### src/rtl/porc_pkg.sv
// ----------------------------------------------------------------------------
// porc_pkg
// Shared widths, constants and types of the pulse oximeter rate/SpO2 block.
// ----------------------------------------------------------------------------
package porc_pkg;

  localparam int WindowDepth  = 50;
  localparam int SmoothTaps   = 8;
  localparam int HistoryBeats = 10;

  localparam int SampleW   = 18;
  localparam int RateW     = 8;
  localparam int OxyW      = 7;
  localparam int SlopeW    = 16;
  localparam int SlopeThrW = 15;
  localparam int BeatW     = 8;
  localparam int TotalW    = BeatW + $clog2(HistoryBeats);
  localparam int SumW      = SampleW + $clog2(SmoothTaps) + 1;
  localparam int ScanW     = $clog2(WindowDepth + 1);

  localparam int CfgIdxW  = 2;
  localparam int CfgDataW = 18;
  localparam logic [CfgIdxW-1:0] CFG_PRESENCE = 2'd0;
  localparam logic [CfgIdxW-1:0] CFG_SLOPE    = 2'd1;
  localparam logic [CfgIdxW-1:0] CFG_MINBEAT  = 2'd2;

  localparam logic [SampleW-1:0]   PresenceRst = 18'd40000;
  localparam logic [SlopeThrW-1:0] SlopeRst    = 15'd50;
  localparam logic [BeatW-1:0]     MinBeatRst  = 8'd12;

  localparam int ProdW = 2 * SampleW;
  localparam int RemW  = ProdW + 1;
  localparam int QW    = 16;

  localparam logic [QW-1:0]  Q16Low  = 16'd23593;
  localparam logic [QW-1:0]  Q16Mid  = 16'd43254;
  localparam logic [23:0]    Seg1Off = 24'd7012352;
  localparam logic [23:0]    Seg2Off = 24'd8496087;

  localparam int RateQW = 15;
  localparam logic [RateQW-1:0] RateNum = 15'd30000;

  typedef struct packed {
    logic [SampleW-1:0] rmin;
    logic [SampleW-1:0] rmax;
    logic [SampleW-1:0] imin;
    logic [SampleW-1:0] imax;
  } span_t;

  typedef struct packed {
    logic          done;
    logic          ok;
    logic [QW-1:0] q;
  } ratio_t;

  typedef enum logic [2:0] {
    ST_IDLE, ST_SCAN, ST_MUL, ST_START, ST_DIV, ST_OUT
  } state_e;

endpackage

### src/rtl/porc_cell.sv
// ----------------------------------------------------------------------------
// porc_cell
// One window entry (red and ir) with a registered min/max stage of the span chain.
// ----------------------------------------------------------------------------
module porc_cell import porc_pkg::*; (
  input  logic               clk_i,
  input  logic               rst_ni,
  input  logic               shift_i,
  input  logic [SampleW-1:0] red_i,
  input  logic [SampleW-1:0] ir_i,
  input  span_t              span_i,
  output logic [SampleW-1:0] red_o,
  output logic [SampleW-1:0] ir_o,
  output span_t              span_o
);

  logic [SampleW-1:0] red_q, red_d, ir_q, ir_d;
  span_t span_q, span_d;

  always_comb begin
    red_d = shift_i ? red_i : red_q;
    ir_d  = shift_i ? ir_i  : ir_q;
    span_d.rmin = (red_q < span_i.rmin) ? red_q : span_i.rmin;
    span_d.rmax = (red_q > span_i.rmax) ? red_q : span_i.rmax;
    span_d.imin = (ir_q  < span_i.imin) ? ir_q  : span_i.imin;
    span_d.imax = (ir_q  > span_i.imax) ? ir_q  : span_i.imax;
  end

  always_ff @(posedge clk_i or negedge rst_ni) begin
    if (!rst_ni) begin
      red_q <= '0;
      ir_q  <= '0;
    end else begin
      red_q <= red_d;
      ir_q  <= ir_d;
    end
  end

  always_ff @(posedge clk_i) begin
    span_q <= span_d;
  end

  assign red_o  = red_q;
  assign ir_o   = ir_q;
  assign span_o = span_q;

endmodule

### config.mk
export PLATFORM = sky130hd
export DESIGN_NAME = porc_cell
export DESIGN_NICKNAME = d
export VERILOG_FILES = /design/src/rtl/porc_pkg.sv /design/src/rtl/porc_cell.sv
export SDC_FILE = /design/constraint.sdc
export NUM_CORES = 1
export LEC_CHECK = 0
export BUFFER_PORTS_ARGS = -buffer_cell sky130_fd_sc_hd__buf_2
export CORE_ASPECT_RATIO = 0.6
export CORE_MARGIN = 4
export CORE_UTILIZATION = 50
export DETAILED_ROUTE_END_ITERATION = 7
export GPL_TIMING_DRIVEN = 0
export HOLD_SLACK_MARGIN = 0.05
export PLACE_DENSITY_LB_ADDON = 0.15
export SYNTH_ARGS = -nofsm -noshare
export SYNTH_HDL_FRONTEND = slang
export SYNTH_SLANG_ARGS = --single-unit
### constraint.sdc
create_clock -name clk_i -period 7 [get_ports clk_i]
set_input_delay 0.35 -clock clk_i [delete_from_list [all_inputs] [get_ports clk_i]]
set_output_delay 0.35 -clock clk_i [all_outputs]
set_load 0.02 [all_outputs]
-- Word-level counts from Yosys, hierarchy flattened
Cells that the tools add are included.
- logic and storage cells: 14
- output and inout port bits: 108
- register bits after elaboration: 108
- input port bits: 111
- muxes and demuxes: 4
- order comparisons: 4
- operator list (operator ; number):
    two-way mux 18 bit ; 4
    > comparator 18 bit ; 2
    less-than comparator 18 bit ; 2

-- Depth between registers and ports, before layout
- depth after elaboration: 2
- depth in mapped cells: 9
- mapped depth without buffers: 8

-- Worst setup path before layout
No wires, ideal clock.
- path type: register to register
- start: register ir_q[16] (netlist: ir_o[16])
- end: register span_q, in the netlist span_o[10]
- setup slack: 4491 ps
- buffers on the path: 1
- period minus slack after synthesis: 2509 ps
- stages on the path, launching flop included: 9
- required time: 6879 ps
- library setup time: 121 ps
- arrival: 2388 ps
- cell sequence: dfrtp_1 ha_1 nand4_2 nor4_4 o21ai_1 and3_4 a32oi_4 buf_12 mux2_4
- RTL lines (item ; line ; source):
    start: declaration ; porc_cell.sv:17 ; logic [SampleW-1:0] red_q, red_d, ir_q, ir_d;
    start signal: assignment ; porc_cell.sv:35 ; ir_q <= ir_d;
    end signal: assignment ; porc_cell.sv:40 ; span_q <= span_d;
    end: declaration ; porc_cell.sv:18 ; span_t span_q, span_d;

==> metrics.txt <==
wire length on met1 6620 um; outcome completed; Yosys cell types 35; final hold violations 0; Final #Nets 882; total length of routed wires 14100 um; clk_skew 0.00584 ns; Peak supply drop 159 uV; Max Root-Sink Buffers 2; HP Class input port to asynchronous set/reset pin; Core ar. 10600 sq um; most frequent cells in the layout buf_2, mux2_2, inv_1; Mapped Cells around 470; Fmax 363 MHz; Setup CP Type flip-flop to flip-flop; Max-slew headroom 36.6%; grt ovf 0; vias in the first global route 4321; DR iter-0 viols 207; syn_nets 654; commonest non-fill, non-tap cell in the layout buf_2; Post-Layout Inst Area 7010 sq um; gpl congestion roughly 0.85; delay-heaviest family, CP simple AND/OR/NAND/NOR gates; area growth from synthesis to layout 29.1%; Yosys reg bits 108; largest net degree at the start of global routing 37; Post-DP Area 6700 sq um; RSZ-0062 raised after global routing no; max incr delay on CP ~0.46 ns; Initial Utilization roughly half; clock tree from TritonCTS done; fillcell total 892; worst path cell trace ha_1 > nand4_2 > nor4_4 > o21ai_1 > and3_4 > a32oi_4 > buf_12 > mux2_4; cts repair resizes 0; drt via density 5.11; MaxCap Viol Count 0; share of cells above drive strength 1 49.6%; Seq/Total Area, Yosys 43.1%; row cnt 29; DR pass1 iterations 4; Die X 143 um; Pwr Total 1.86 mW; Worst path slowest cell dfrtp_1; hold buffer count at CTS 0; full die area 12700 sq um; Post-CTS Setup Inserts 0; drt wl/cell 16.7 um; Routed Antenna Nets 0; non-filler instance count after layout 845; CTS H-tree lvls 3; Clock Latency Late Sink 0.33 ns; final worst setup slack 4.24 ns; IO Pins ~220; Seq pwr share 41.0%; clock share of power 29.1%; Final Hold Slack 0.157 ns; Sw Pwr 0.582 mW; clk root buf clkbuf_16; first-pass GRT wire length 21700 um; LEAKAGE approximately 3.7 nW; Vias roughly 4300; # clock sinks approximately 110; cell-internal power 1.28 mW; CP required 7.22 ns; crit path capture type flip-flop; Worst Tran Pin Value 0.951 ns; CP Launch Type flip-flop; Setup Viol. Count Final 0; HPWL Detailed approximately 11000 um; max-slew violation count 0; Syn. warnings 0; # diodes 0; Switching Fraction ~31%; utilization after layout 66.2%; TritonCTS Buffers 9; Final min period 2.76 ns; buffers added on ports approximately 220; Worst EP arrival between 2 and 3 ns; antenna violations before repair 0; Comb power frac 29.9%; Sum Neg Setup Slack 0 ns; Syn Area/Cell approximately 11 sq um; aggregate global-route resource usage 21.9%; pwr dens 266 nW/um^2; Buf+Inv Stages, Crit Path 1; DR top layer met4; Die Y 88.8 um; CTS clk-pin slew, worst paths 0.07 ns; Place WS 4.24 ns; Residual DRC 0; CP max FO 10; met3 WL 1170 um; synthesized area 5440 sq um; part of the cycle the worst path needs 39.4%; routed wl met2 about 6200 um; placed cell count about 830
[routing by layer]
layer  up-vias  track usage, %
li1       2124               -
met1      2019            30.9
met2       159            34.2
met3        14            5.35
met4         0            4.92
met5         -               0
[logic make-up (layout without fill, tap and decap cells)]
logic type | after synthesis | after routing | synth area share (%)
AOI/OAI and AO/OA | 60 | 60 | 6.95
buffers and inverters | 82 | 315 | 6.08
and+or+nand+nor | 47 | 47 | 5.11
DFF | 108 | 108 | 43.1
muxes | 106 | 106 | 22.7
adders and majority gates | 70 | 70 | 16.1
[flip-flops by register name (all words and copies together) (netlist names)]
name / cells
red_o: 18
ir_o: 18
span_o: 72
[synthesized netlist by cell type]
cell type  count  share of area (%)
dfrtp_1       36                 17
a21oi_1       26                2.4
nor2b_1        3               0.35
a32oi_4        1               0.51
o211ai_1       1               0.14
o21ai_0       16                1.5
nand3_1        7               0.64
a21oi_2        1               0.16
buf_12         1               0.37
clkbuf_1       2               0.14
buf_2          2               0.18
nor2_1         6               0.41
a311oi_1       1               0.16
nor3_1         3               0.28
nand4_2        1               0.23
inv_1         74                5.1
nor4_4         1               0.39
and4_1         1               0.16
ha_1          70                 16
buf_4          1               0.14
mux2_2        96                 20
nand2b_1       2               0.23
nand2_1        7               0.48
a211o_1        1               0.16
dfxtp_1       72                 27
or2_2          2               0.23
o311ai_0       1               0.16
buf_1          2               0.14
o21ai_1        1              0.092
a211oi_1       3               0.41
mux2_4        10                2.8
nand4_1       13                1.5
and3_4         1               0.21
o211ai_2       2               0.46
a21o_1         6               0.83
[cell type report]
cell class / count / area (sq um) / share of cell area (%)
inverter: 74 / 278 / 3.96
timing repair buffer: 217 / 1090 / 15.5
clock inverter: 4 / 72.6 / 1.03
tap: 139 / 174 / 2.48
multi-input combinational: 283 / 2760 / 39.4
buffer: 8 / 52.6 / 0.749
sequential: 108 / 2340 / 33.4
clock buffer: 12 / 246 / 3.51
[power by group through the flow]
stage	clock (mW)	combinational (mW)	sequential (mW)
after floorplan	0	0.243	0.887
after global placement	0	0.544	0.774
after detailed placement	0	0.557	0.777
after CTS	0.553	0.561	0.764
after global routing	0.585	0.604	0.777
final	0.542	0.556	0.764
[final timing paths]
path | startpoint | endpoint | slack, ns | depth (start not counted)
min in group clk_i | ir_i[0] | ir_o[0]$_DFFE_PN0P_ | 0.23 | 3
max | ir_o[16]$_DFFE_PN0P_ | span_o[8]$_DFF_P_ | 4.24 | 8
min | rst_ni | ir_o[12]$_DFFE_PN0P_ | 0.16 | 1
min reg2reg | red_o[0]$_DFFE_PN0P_ | span_o[36]$_DFF_P_ | 0.60 | 1
max reg2reg | ir_o[16]$_DFFE_PN0P_ | span_o[8]$_DFF_P_ | 4.24 | 8
max in group asynchronous | rst_ni | ir_o[2]$_DFFE_PN0P_ | 6.24 | 1
No activity file was read; power rests on OpenSTA's default activity.
