File: config.mk
export PLATFORM = sky130hd
export DESIGN_NAME = porc_div
export DESIGN_NICKNAME = d
export VERILOG_FILES = /design/src/rtl/porc_pkg.sv /design/src/rtl/porc_div.sv
export SDC_FILE = /design/constraint.sdc
export NUM_CORES = 1
export LEC_CHECK = 0
export ABC_AREA = 1
export ABC_CLOCK_PERIOD_IN_PS = 3000
export BUFFER_PORTS_ARGS = -buffer_cell sky130_fd_sc_hd__buf_4
export CAP_MARGIN = 20
export CORE_MARGIN = 4
export CORE_UTILIZATION = 50
export DETAILED_ROUTE_END_ITERATION = 6
export PLACE_DENSITY_LB_ADDON = 0.12
export SLEW_MARGIN = 25
export SYNTH_ARGS = -nofsm -noshare
export SYNTH_HDL_FRONTEND = slang
export SYNTH_SLANG_ARGS = --single-unit
File: constraint.sdc
create_clock -name clk_i -period 3 [get_ports clk_i]
set_input_delay 0.6 -clock clk_i [delete_from_list [all_inputs] [get_ports clk_i]]
set_output_delay 0.6 -clock clk_i [all_outputs]
set_load 0.05 [all_outputs]
File: src/rtl/porc_pkg.sv
// ----------------------------------------------------------------------------
// porc_pkg
// Shared widths, constants and types of the pulse oximeter rate/SpO2 block.
// ----------------------------------------------------------------------------
package porc_pkg;

  localparam int WindowDepth  = 50;
  localparam int SmoothTaps   = 8;
  localparam int HistoryBeats = 10;

  localparam int SampleW   = 18;
  localparam int RateW     = 8;
  localparam int OxyW      = 7;
  localparam int SlopeW    = 16;
  localparam int SlopeThrW = 15;
  localparam int BeatW     = 8;
  localparam int TotalW    = BeatW + $clog2(HistoryBeats);
  localparam int SumW      = SampleW + $clog2(SmoothTaps) + 1;
  localparam int ScanW     = $clog2(WindowDepth + 1);

  localparam int CfgIdxW  = 2;
  localparam int CfgDataW = 18;
  localparam logic [CfgIdxW-1:0] CFG_PRESENCE = 2'd0;
  localparam logic [CfgIdxW-1:0] CFG_SLOPE    = 2'd1;
  localparam logic [CfgIdxW-1:0] CFG_MINBEAT  = 2'd2;

  localparam logic [SampleW-1:0]   PresenceRst = 18'd40000;
  localparam logic [SlopeThrW-1:0] SlopeRst    = 15'd50;
  localparam logic [BeatW-1:0]     MinBeatRst  = 8'd12;

  localparam int ProdW = 2 * SampleW;
  localparam int RemW  = ProdW + 1;
  localparam int QW    = 16;

  localparam logic [QW-1:0]  Q16Low  = 16'd23593;
  localparam logic [QW-1:0]  Q16Mid  = 16'd43254;
  localparam logic [23:0]    Seg1Off = 24'd7012352;
  localparam logic [23:0]    Seg2Off = 24'd8496087;

  localparam int RateQW = 15;
  localparam logic [RateQW-1:0] RateNum = 15'd30000;

  typedef struct packed {
    logic [SampleW-1:0] rmin;
    logic [SampleW-1:0] rmax;
    logic [SampleW-1:0] imin;
    logic [SampleW-1:0] imax;
  } span_t;

  typedef struct packed {
    logic          done;
    logic          ok;
    logic [QW-1:0] q;
  } ratio_t;

  typedef enum logic [2:0] {
    ST_IDLE, ST_SCAN, ST_MUL, ST_START, ST_DIV, ST_OUT
  } state_e;

endpackage

File: src/rtl/porc_div.sv
// ----------------------------------------------------------------------------
// porc_div
// Serial restoring divider for the Q16 ratio of ratios, one bit per cycle.
// ----------------------------------------------------------------------------
module porc_div import porc_pkg::*; (
  input  logic             clk_i,
  input  logic             rst_ni,
  input  logic             start_i,
  input  logic [ProdW-1:0] num_i,
  input  logic [ProdW-1:0] den_i,
  output ratio_t           res_o
);

  logic             busy_q, busy_d, done_q, done_d, ok_q, ok_d;
  logic [3:0]       cnt_q, cnt_d;
  logic [RemW-1:0]  rem_q, rem_d, rem_sh;
  logic [ProdW-1:0] den_q, den_d;
  logic [QW-1:0]    q_q, q_d;
  logic             ge;

  always_comb begin
    busy_d = busy_q;
    done_d = 1'b0;
    ok_d   = ok_q;
    cnt_d  = cnt_q;
    rem_d  = rem_q;
    den_d  = den_q;
    q_d    = q_q;
    rem_sh = {rem_q[RemW-2:0], 1'b0};
    ge     = rem_sh >= {1'b0, den_q};
    if (start_i) begin
      den_d = den_i;
      cnt_d = '0;
      q_d   = '0;
      rem_d = {1'b0, num_i};
      if (den_i == '0 || num_i >= den_i) begin
        done_d = 1'b1;
        ok_d   = 1'b0;
      end else begin
        busy_d = 1'b1;
      end
    end else if (busy_q) begin
      rem_d = ge ? rem_sh - {1'b0, den_q} : rem_sh;
      q_d   = {q_q[QW-2:0], ge};
      cnt_d = cnt_q + 4'd1;
      if (cnt_q == 4'(QW - 1)) begin
        busy_d = 1'b0;
        done_d = 1'b1;
        ok_d   = 1'b1;
      end
    end
  end

  always_ff @(posedge clk_i or negedge rst_ni) begin
    if (!rst_ni) begin
      busy_q <= 1'b0;
      done_q <= 1'b0;
      ok_q   <= 1'b0;
      cnt_q  <= '0;
    end else begin
      busy_q <= busy_d;
      done_q <= done_d;
      ok_q   <= ok_d;
      cnt_q  <= cnt_d;
    end
  end

  always_ff @(posedge clk_i) begin
    rem_q <= rem_d;
    den_q <= den_d;
    q_q   <= q_d;
  end

  assign res_o.done = done_q;
  assign res_o.ok   = ok_q;
  assign res_o.q    = q_q;

endmodule

# Yosys cells after proc, flatten, opt, wreduce, memory -nomap -nowiden
# Cells that the tools add are included.
[classes]
addsub = 2
n_mul = 0
n_div = 0
n_lt_le_gt_ge = 2
eq_ne = 3
n_shift = 0
mux = 17
n_bitwise = 0
n_reduce_logical = 5
[op_table]
columns = ["op", "n"]
rows = [
  ["2-to-1 mux 36 bit", 3],
  ["greater-or-equal comparator 37 x 36 -> 1 bit", 1],
  ["greater-or-equal comparator 36 bit", 1],
  ["zero test 36 bit", 1],
  ["subtractor 36 bit", 1],
  ["2-to-1 mux 1 bit", 12],
  ["2-to-1 mux 4 bit", 2],
  ["adder 4 x 1 -> 4 bit, second input constant", 1],
  ["equality test 4 bit, second input constant", 1],
  ["nonzero test 2 bit", 2],
  ["AND reduction 3 bit", 1],
  ["inequality test 2 x 1 -> 1 bit, second input constant", 1],
  ["inequality test 2 bit, second input constant", 1],
  ["logical OR 1 bit", 1],
]
[totals]
regBits = 95
latch_bits = 0
mem_bits_rw = 0
romBits = 0
in_bits = 75
output_inout_bits = 18
wordCells = 36
mem_count = 0

# Depth between registers and ports, before layout
# Gate-level depths: netlist of run 1.
[logic_depth]
ltp_word = 4
depth_mapped = 17
ltp_nobuf = 16

# Worst setup path before layout of run 1
# No wires, ideal clock.
[synth_path]
path_type = "input port to flip-flop"
startpoint = "in start_i"
endpoint = "reg rem_q[0] (enable)"
setup_ps = 414
arrival_time_ps = 2032
path_slack_ps = 553
stages = 3
cell_sequence = "inv_2 -> nand2_1 -> clkbuf_1"
[synth_via]
elab_chain_cells = 1
[synth_lines]
columns = ["element", "line", "source"]
rows = [
  ["start: declaration", "porc_div.sv:8", "input logic start_i,"],
  ["nonzero test 2 bit (no line)", "n/a", ""],
  ["end signal: assignment", "porc_div.sv:69", "rem_q <= rem_d;"],
  ["end: declaration", "porc_div.sv:16", "logic [RemW-1:0] rem_q, rem_d, rem_sh;"],
]
# Every way passes these cells.
# A chain may end at the register's enable or synchronous reset.

# Worst setup path after layout of run 1
[layout_path]
startpoint = "reg rem_q[7]"
endpoint = "reg rem_q[30], data pin"
[layout_via]
elab_chain_cells = 4
elab_cells_between_ends = 5
classes_between = "add/sub: 1; order compare: 1; mux: 3"
[layout_lines]
columns = ["element", "line", "source"]
rows = [
  ["subtractor 36 bit / greater-or-equal comparator 37 x 36 -> 1 bit (equally long branches)", "porc_div.sv:43, porc_div.sv:30", ""],
  ["2-to-1 mux 36 bit (*)", "porc_div.sv:43", "rem_d = ge ? rem_sh - {1'b0, den_q} : rem_sh;"],
  ["2-to-1 mux 36 bit (*)", "porc_div.sv:42", "end else if (busy_q) begin"],
  ["2-to-1 mux 36 bit (*)", "porc_div.sv:31", "if (start_i) begin"],
  ["named net rem_d[30]", "porc_div.sv:16", ""],
]
# The timed path passes the listed nets; every way through them passes the cells marked *. The select of a mux whose other input is x is not followed.

==> reports/summary.txt, run 1 <==
Post-DP Area = 8900 µm²
Mean Syn Cell Area = 6.79 µm²
Routed WL per cell = 14.5 µm
Post-Syn Instances = 1,179
Ranking of synthesized cells by area = edfxtp_1 27%, nand2_1 19%, inv_1 12%
Final instance area = 9210 µm²
Cell area after synthesis = 8000 µm²
Crit-path max FO = 25
R2R Path End = rem_q[30]$_DFFE_PP_
Worst EP required = 3120 ps
Clk Tree Root Cell = clkbuf_16
CP max stage delay = 460 ps
RSZ-0062 raised after global routing = false
Power Internal = 3.85 mW
Final Wtd Congestion = 0.993
Final hold violations = 0
Setup Skew = 12.0 ps
Seq pwr share = 0.267
Final WL = 21,500 µm
Post-CTS Hold Fix Bufs = 0
Die W = 134 µm
CP dominant cell by count = nand2_1
Antenna Diode Count = 0
DRT iter0 DRCs = 525
Top cell type's share of synthesized area = 0.270
Max-cap violations = 0
Drt via density = 5.00
Share of cells above drive strength 1 = 0.110
Area delta synth->final = 15.1%
Clock buffer depth = 2
Maximum clock rate = 382 MHz
Reg clk slew, reported paths = 80 ps
Switching power = 3.40 mW
Syn_nets = 1,328
CP bufs+invs = 3
Reg2Reg Setup Slack = 380 ps
Pin count of the biggest net entering global routing = 74
Final nets = 1,417
Dpl cells = 1,468
Endpoints failing setup = 0
Gr usage total = 0.243
Post-synth cell types = 38
Cell row count = 45
Antenna violations before repair = 0
TritonCTS buffer count = 9
Vert. Die Dim = 134 µm
Final min period = 2620 ps
Synthesis Warnings = 0
Share of flip-flops with an asynchronous set or reset = 0.0737
Max-Slew Margin vs Limit = 0.430
Total core area = 15,400 µm²
Full die area = 18,100 µm²
TNS Setup = 0 ps
Combinational power share = 0.568
CP arrival = 2740 ps
Slew @ Worst Pin = 855 ps
I/O pin cnt = 93
Final HPWL DP = 17,200 µm
Sw frac = 0.469
Via count = 7,415
R2R depth = 16
Critical path cell sequence = ha_1 > nand2_1 > inv_1 > nand2_1 > nand2_1 > nand2_1 > nand2_1 > nand2_1 > nand3_2 > nand2_4 > buf_4 > nand3_1 > nand2_1 > inv_1 > nand2_1 > nand2_1
Critical-path top delay cell = edfxtp_1
Hold Path Class = in2async
Number of cells in the finished layout apart from fillers = 1,484
DRC = 0
Sequential share of the synthesized area = 0.332
CTS tree = yes
Type of origin of the critical path = flip-flop
Fin crit share = 0.873
Num Clock Sinks = 95
Crit Path Class = reg2reg
FF+latch count, synth = 95
PwrDens = 787 nW/µm²
Final max-slew violation count = 0
H-tree levels = 3
Port-buffer cells = 92
Clk_lat worst skew = 360 ps
Clock Power Share = 0.164
CTS-repair resized insts = 0
Lkg Pwr = 4.97 nW
Starting Density = 0.519
Ys flop type = edfxtp_1
Post-CTS Setup Inserts = 0
Critical Path End Type = flip-flop
Number of global-route vias before repair = 7,162
Status = complete, no violations
Yosys top cell by area = edfxtp_1
Total gr overflow = 0
Max IR drop VDD = 0.367 mV
EDFF count, synth = 72
First-pass GRT wire length = 35,300 µm
Routed Antenna Nets = 0
DRT Pass-1 Iters = 5
R2R Path Start = rem_q[7]$_DFFE_PP_
Critical path's top delay family = simple AND/OR/NAND/NOR gates
-- metrics by stage --
stage | hold slack [ps] | total power [mW] | setup WS, ps | utilization
finish | 31.7 | 7.25 | 382 | 0.597
CTS | 20.6 | 7.24 | 402 | 0.597
global placement | 419 | 5.98 | 440 | 0.577
floorplan | 304 | 5.01 | 553 | -
detailed placement | 419 | 6.01 | 431 | 0.577
global route | 18.1 | 7.93 | 204 | 0.597
-- metal layers --
metal	global-route usage	vias up	wire, µm
met5	0	-	0
met4	0.0684	0	448
met3	0.0425	24	1350
met2	0.385	189	9650
met1	0.344	3332	10000
li1	-	3870	-
-- cells by family after synthesis --
kind of cell / after synthesis / synth area share
xor+xnor: 15 / 0.0164
flops: 95 / 0.332
fa+ha+maj: 74 / 0.117
compound gates: 96 / 0.0652
simple gates: 630 / 0.336
buf+inv: 269 / 0.134
-- worst register-to-register path, cell delays in order, from the launching register on --
cell	delay (ps)
edfxtp_1	460
ha_1	390
nand2_1	170
inv_1	60
nand2_1	60
nand2_1	60
nand2_1	60
nand2_1	60
nand2_1	140
nand3_2	150
nand2_4	100
buf_4	320
nand3_1	130
nand2_1	90
inv_1	50
nand2_1	50
nand2_1	40
-- cell usage in the layout, fill, tap and decap left out, types with 20 or more instances in the layout --
| cell type | instances |
|---|---|
| inv_1 | 246 |
| edfxtp_1 | 72 |
| buf_4 | 98 |
| nand2_1 | 396 |
| ha_1 | 73 |
| nand3b_1 | 20 |
| nand3_1 | 81 |
| a21oi_1 | 38 |
| o21ai_0 | 32 |
| nor2_1 | 91 |
-- how the worst max path moves through the flow --
stage	startpoint	end	slack, ps	depth (start not counted)
after floorplan	start_i	rem_q[0]$_DFFE_PP_	550	3
after global placement	rem_q[19]$_DFFE_PP_	rem_q[33]$_DFFE_PP_	440	16
after detailed placement	rem_q[19]$_DFFE_PP_	rem_q[31]$_DFFE_PP_	430	16
after CTS	rem_q[19]$_DFFE_PP_	rem_q[31]$_DFFE_PP_	400	16
after global routing	rem_q[19]$_DFFE_PP_	rem_q[32]$_DFFE_PP_	200	16
final	rem_q[7]$_DFFE_PP_	rem_q[30]$_DFFE_PP_	380	16
-- registers in the layout, summed over array words and instances, names as in the netlist --
| signal | count |
|---|---|
| q_q | 16 |
| rem_q | 36 |
| ok_q | 1 |
| den_q | 36 |
| done_q | 1 |
| busy_q | 1 |
| cnt_q | 4 |
-- cells in the mapped netlist, types with 6 or more instances --
cell,count
a21oi_1,38
o21ai_0,32
ha_1,73
nor2_1,91
nor3_1,6
o22ai_1,14
dfrtp_1,7
dfxtp_1,16
nand3_2,8
nand2_1,397
nand3_1,81
nand3b_1,20
clkbuf_1,10
inv_1,246
xnor2_1,14
edfxtp_1,72
nor2_2,6
nand4_1,11
-- final cells by class --
cell class / instances / area [µm²]
flip-flops and latches: 95 / 2660
inverters: 247 / 927
clock inverters: 7 / 81.3
multi-input cells: 815 / 4270
clock buffers: 9 / 225
well taps: 211 / 264
repair buffers: 100 / 776
fillers: 1528 / 6220
-- power groups by stage --
stage / logic, mW / clock network (mW) / registers, mW
floorplan: 3.08 / 0 / 1.94
CTS: 4.08 / 1.22 / 1.93
finish: 4.12 / 1.19 / 1.94
detailed placement: 4.05 / 0 / 1.96
global route: 4.70 / 1.26 / 1.97
global placement: 4.03 / 0 / 1.95
Note: power is estimated with default switching activity, not from simulation.
==> run 2: changes to the inputs <==
--- a/config.mk
+++ b/config.mk
@@ -6,13 +6,14 @@
 export NUM_CORES = 1
 export LEC_CHECK = 0
 export ABC_AREA = 1
-export ABC_CLOCK_PERIOD_IN_PS = 3000
+export ABC_CLOCK_PERIOD_IN_PS = 2460
 export BUFFER_PORTS_ARGS = -buffer_cell sky130_fd_sc_hd__buf_4
 export CAP_MARGIN = 20
 export CORE_MARGIN = 4
 export CORE_UTILIZATION = 50
 export DETAILED_ROUTE_END_ITERATION = 6
 export PLACE_DENSITY_LB_ADDON = 0.12
+export SETUP_SLACK_MARGIN = 0.15
 export SLEW_MARGIN = 25
 export SYNTH_ARGS = -nofsm -noshare
 export SYNTH_HDL_FRONTEND = slang
==> constraint.sdc (replaced) <==
create_clock -name clk_i -period 2.46 [get_ports clk_i]
set_input_delay 0.492 -clock clk_i [delete_from_list [all_inputs] [get_ports clk_i]]
set_output_delay 0.492 -clock clk_i [all_outputs]
set_load 0.05 [all_outputs]
==> reports/summary.txt, run 2 (same netlist as run 1, synthesis figures left out) <==
Final max-slew violation count = 0 (unchanged)
Post-DP Area = 9030 µm² (+1.5%)
Port-buffer cells = 92 (unchanged)
Hold_sp = den_i[25]
Clk_lat worst skew = 370 ps (about the same)
Cell row count = 45 (unchanged)
Antenna violations before repair = 0 (unchanged)
Clock buffer depth = 2 (unchanged)
Final instance area = 10,400 µm² (+13%)
Clk Tree Root Cell = clkbuf_16
Pin count of the biggest net entering global routing = 71 (-4.1%)
DRT iter0 DRCs = 495 (-5.7%)
Biggest regs = den_q (36), rem_q (36), q_q (16)
Final Core Density = 0.673 (+0.0761)
Critical Path End Type = flip-flop
Final min period = 2380 ps (-240 ps)
PwrDens = 1030 nW/µm² (+31%)
Routed WL per cell = 14.9 µm (+3.0%)
H-tree levels = 3 (unchanged)
Gr usage total = 0.254 (+0.0112)
Worst EP required = 2590 ps (-530 ps)
R2R Path End = rem_q[20]$_DFFE_PP_
Num Clock Sinks = 95 (unchanged)
Final HPWL DP = 17,200 µm (-0.18%)
Routed Antenna Nets = 0 (unchanged)
R2R depth = 12 (-4)
CTS tree = yes
Max-Slew Margin vs Limit = 0.456 (+0.0256)
Slew @ Worst Pin = 817 ps (-38.4 ps)
Setup Skew = 12.1 ps (+0.146 ps)
R2R Path Start = rem_q[31]$_DFFE_PP_
DRC = 0 (unchanged)
First-pass GRT wire length = 36,800 µm (+4.0%)
Crit Path Class = reg2reg
Hold Path End = den_q[25]$_DFFE_PP_
Worst Setup Slack, final = 82.1 ps (-300 ps)
Hold Path Class = in2reg
Hold Crit Depth = 1
Status = complete, no violations
Drt via density = 5.02 (+0.56%)
RSZ-0062 raised after global routing = true
CP arrival = 2500 ps (-240 ps)
Via count = 7,728 (+4.2%)
Max-cap violations = 0 (unchanged)
Die W = 134 µm (unchanged)
Reg2Reg Setup Slack = 80 ps (-300 ps)
DRT Pass-1 Iters = 5 (unchanged)
Share of cells above drive strength 1 = 0.226 (+0.116)
TritonCTS buffer count = 9 (unchanged)
Commonest non-fill, non-tap cell in the layout = nand2_1
Crit-path max FO = 9 (-64%)
Placement Setup Slack = -21.8 ps (-453 ps)
Vert. Die Dim = 134 µm (unchanged)
Lkg Pwr = 5.31 nW (+6.9%)
Total core area = 15,400 µm² (unchanged)
Area delta synth->final = 29.7%
I/O pin cnt = 93 (unchanged)
Reg clk slew, reported paths = 80 ps (about the same)
Full die area = 18,100 µm² (unchanged)
Total gr overflow = 0 (unchanged)
Final WL = 22,900 µm (+6.8%)
Maximum clock rate = 421 MHz (+10%)
Starting Density = 0.519 (unchanged)
Final Wtd Congestion = 0.991 (-0.14%)
Final hold violations = 0 (unchanged)
Endpoints failing setup = 0 (unchanged)
Max IR drop VDD = 0.596 mV (+62%)
Most frequent cells in the layout = 359 x nand2_1, 235 x inv_1, 141 x buf_4
Number of global-route vias before repair = 7,457 (+4.1%)
Final nets = 1,470 (+3.7%)
Fin crit share = 0.967 (+0.0939)
Type of origin of the critical path = flip-flop
## run 2: cell count changes in the layout (fill, tap and decap cells not counted), sizes merged
| cell | before | now |
|---|---|---|
| clkbuf | 9 | 10 |
| diode | 0 | 1 |
| buf | 100 | 150 |
| dlygate4sd3 | 0 | 1 |
| bufbuf | 0 | 1 |
## run 2: worst max path at each step
stage,from,to,cells after the start
floorplan,rem_q[27]$_DFFE_PP_,rem_q[2]$_DFFE_PP_,12
global placement,rem_q[7]$_DFFE_PP_,rem_q[25]$_DFFE_PP_,13
detailed placement,rem_q[7]$_DFFE_PP_,rem_q[1]$_DFFE_PP_,13
CTS,den_q[12]$_DFFE_PP_,rem_q[11]$_DFFE_PP_,17
global route,rem_q[0]$_DFFE_PP_,rem_q[28]$_DFFE_PP_,14
finish,rem_q[31]$_DFFE_PP_,rem_q[20]$_DFFE_PP_,12
## run 2: final cells by class
| type | instances | area, µm² |
|---|---|---|
| multi-input cells | 815 | 4910 |
| diodes | 1 | 2.50 |
| inverters | 247 | 927 |
| repair buffers | 153 | 1300 |
| flip-flops and latches | 95 | 2660 |
| clock inverters | 7 | 93.8 |
| clock buffers | 9 | 225 |
| fillers | 1396 | 5050 |
| well taps | 211 | 264 |
## run 2: power by group
| group | internal, mW | switching [mW] |
|---|---|---|
| Combinational | 2.96 | 3.76 |
| Sequential | 2.17 | 0.310 |
| Clock | 0.740 | 0.752 |
## run 2: through the flow
stage / setup TNS (ps) / std cells / power, mW / hold WS [ps]
after floorplan: 0 / 1179 / 6.11 / 196
final: 0 / 1538 / 10.7 / 298
after CTS: 0 / 1522 / 9.96 / 293
after global routing: -371 / 1537 / 11.5 / 288
after detailed placement: -150 / 1482 / 7.48 / 313
after global placement: -174 / 1482 / 7.45 / 310
## run 2: critical path: stages (launching register included)
cell and delay [ps]:
edfxtp_1 420, ha_2 370, nand2_1 120, inv_1 90, a21oi_2 220, a21oi_4 80
nor2_4 190, nand2_8 90, buf_12 140, buf_12 140, buf_4 130, nor2_2 70
o21ai_1 70
## run 2: repair_timing
action / in CTS / in global routing
cloned: 2 / 1
hold buffers: 1 / 0
setup buffers: 21 / 14
gates resized for setup: 53 / 76
hold endpoints to repair: 7 / 0
pin swaps: 17 / 17
setup endpoints to repair: 36 / 37
## run 2: metal layers
metal  GRT usage  vias up  wire length [µm]
met4      0.0803        0               513
li1            -     3991                 -
met3      0.0503       28              1350
met5           0        -                 0
met2       0.411      200             10400
met1       0.345     3509             10700
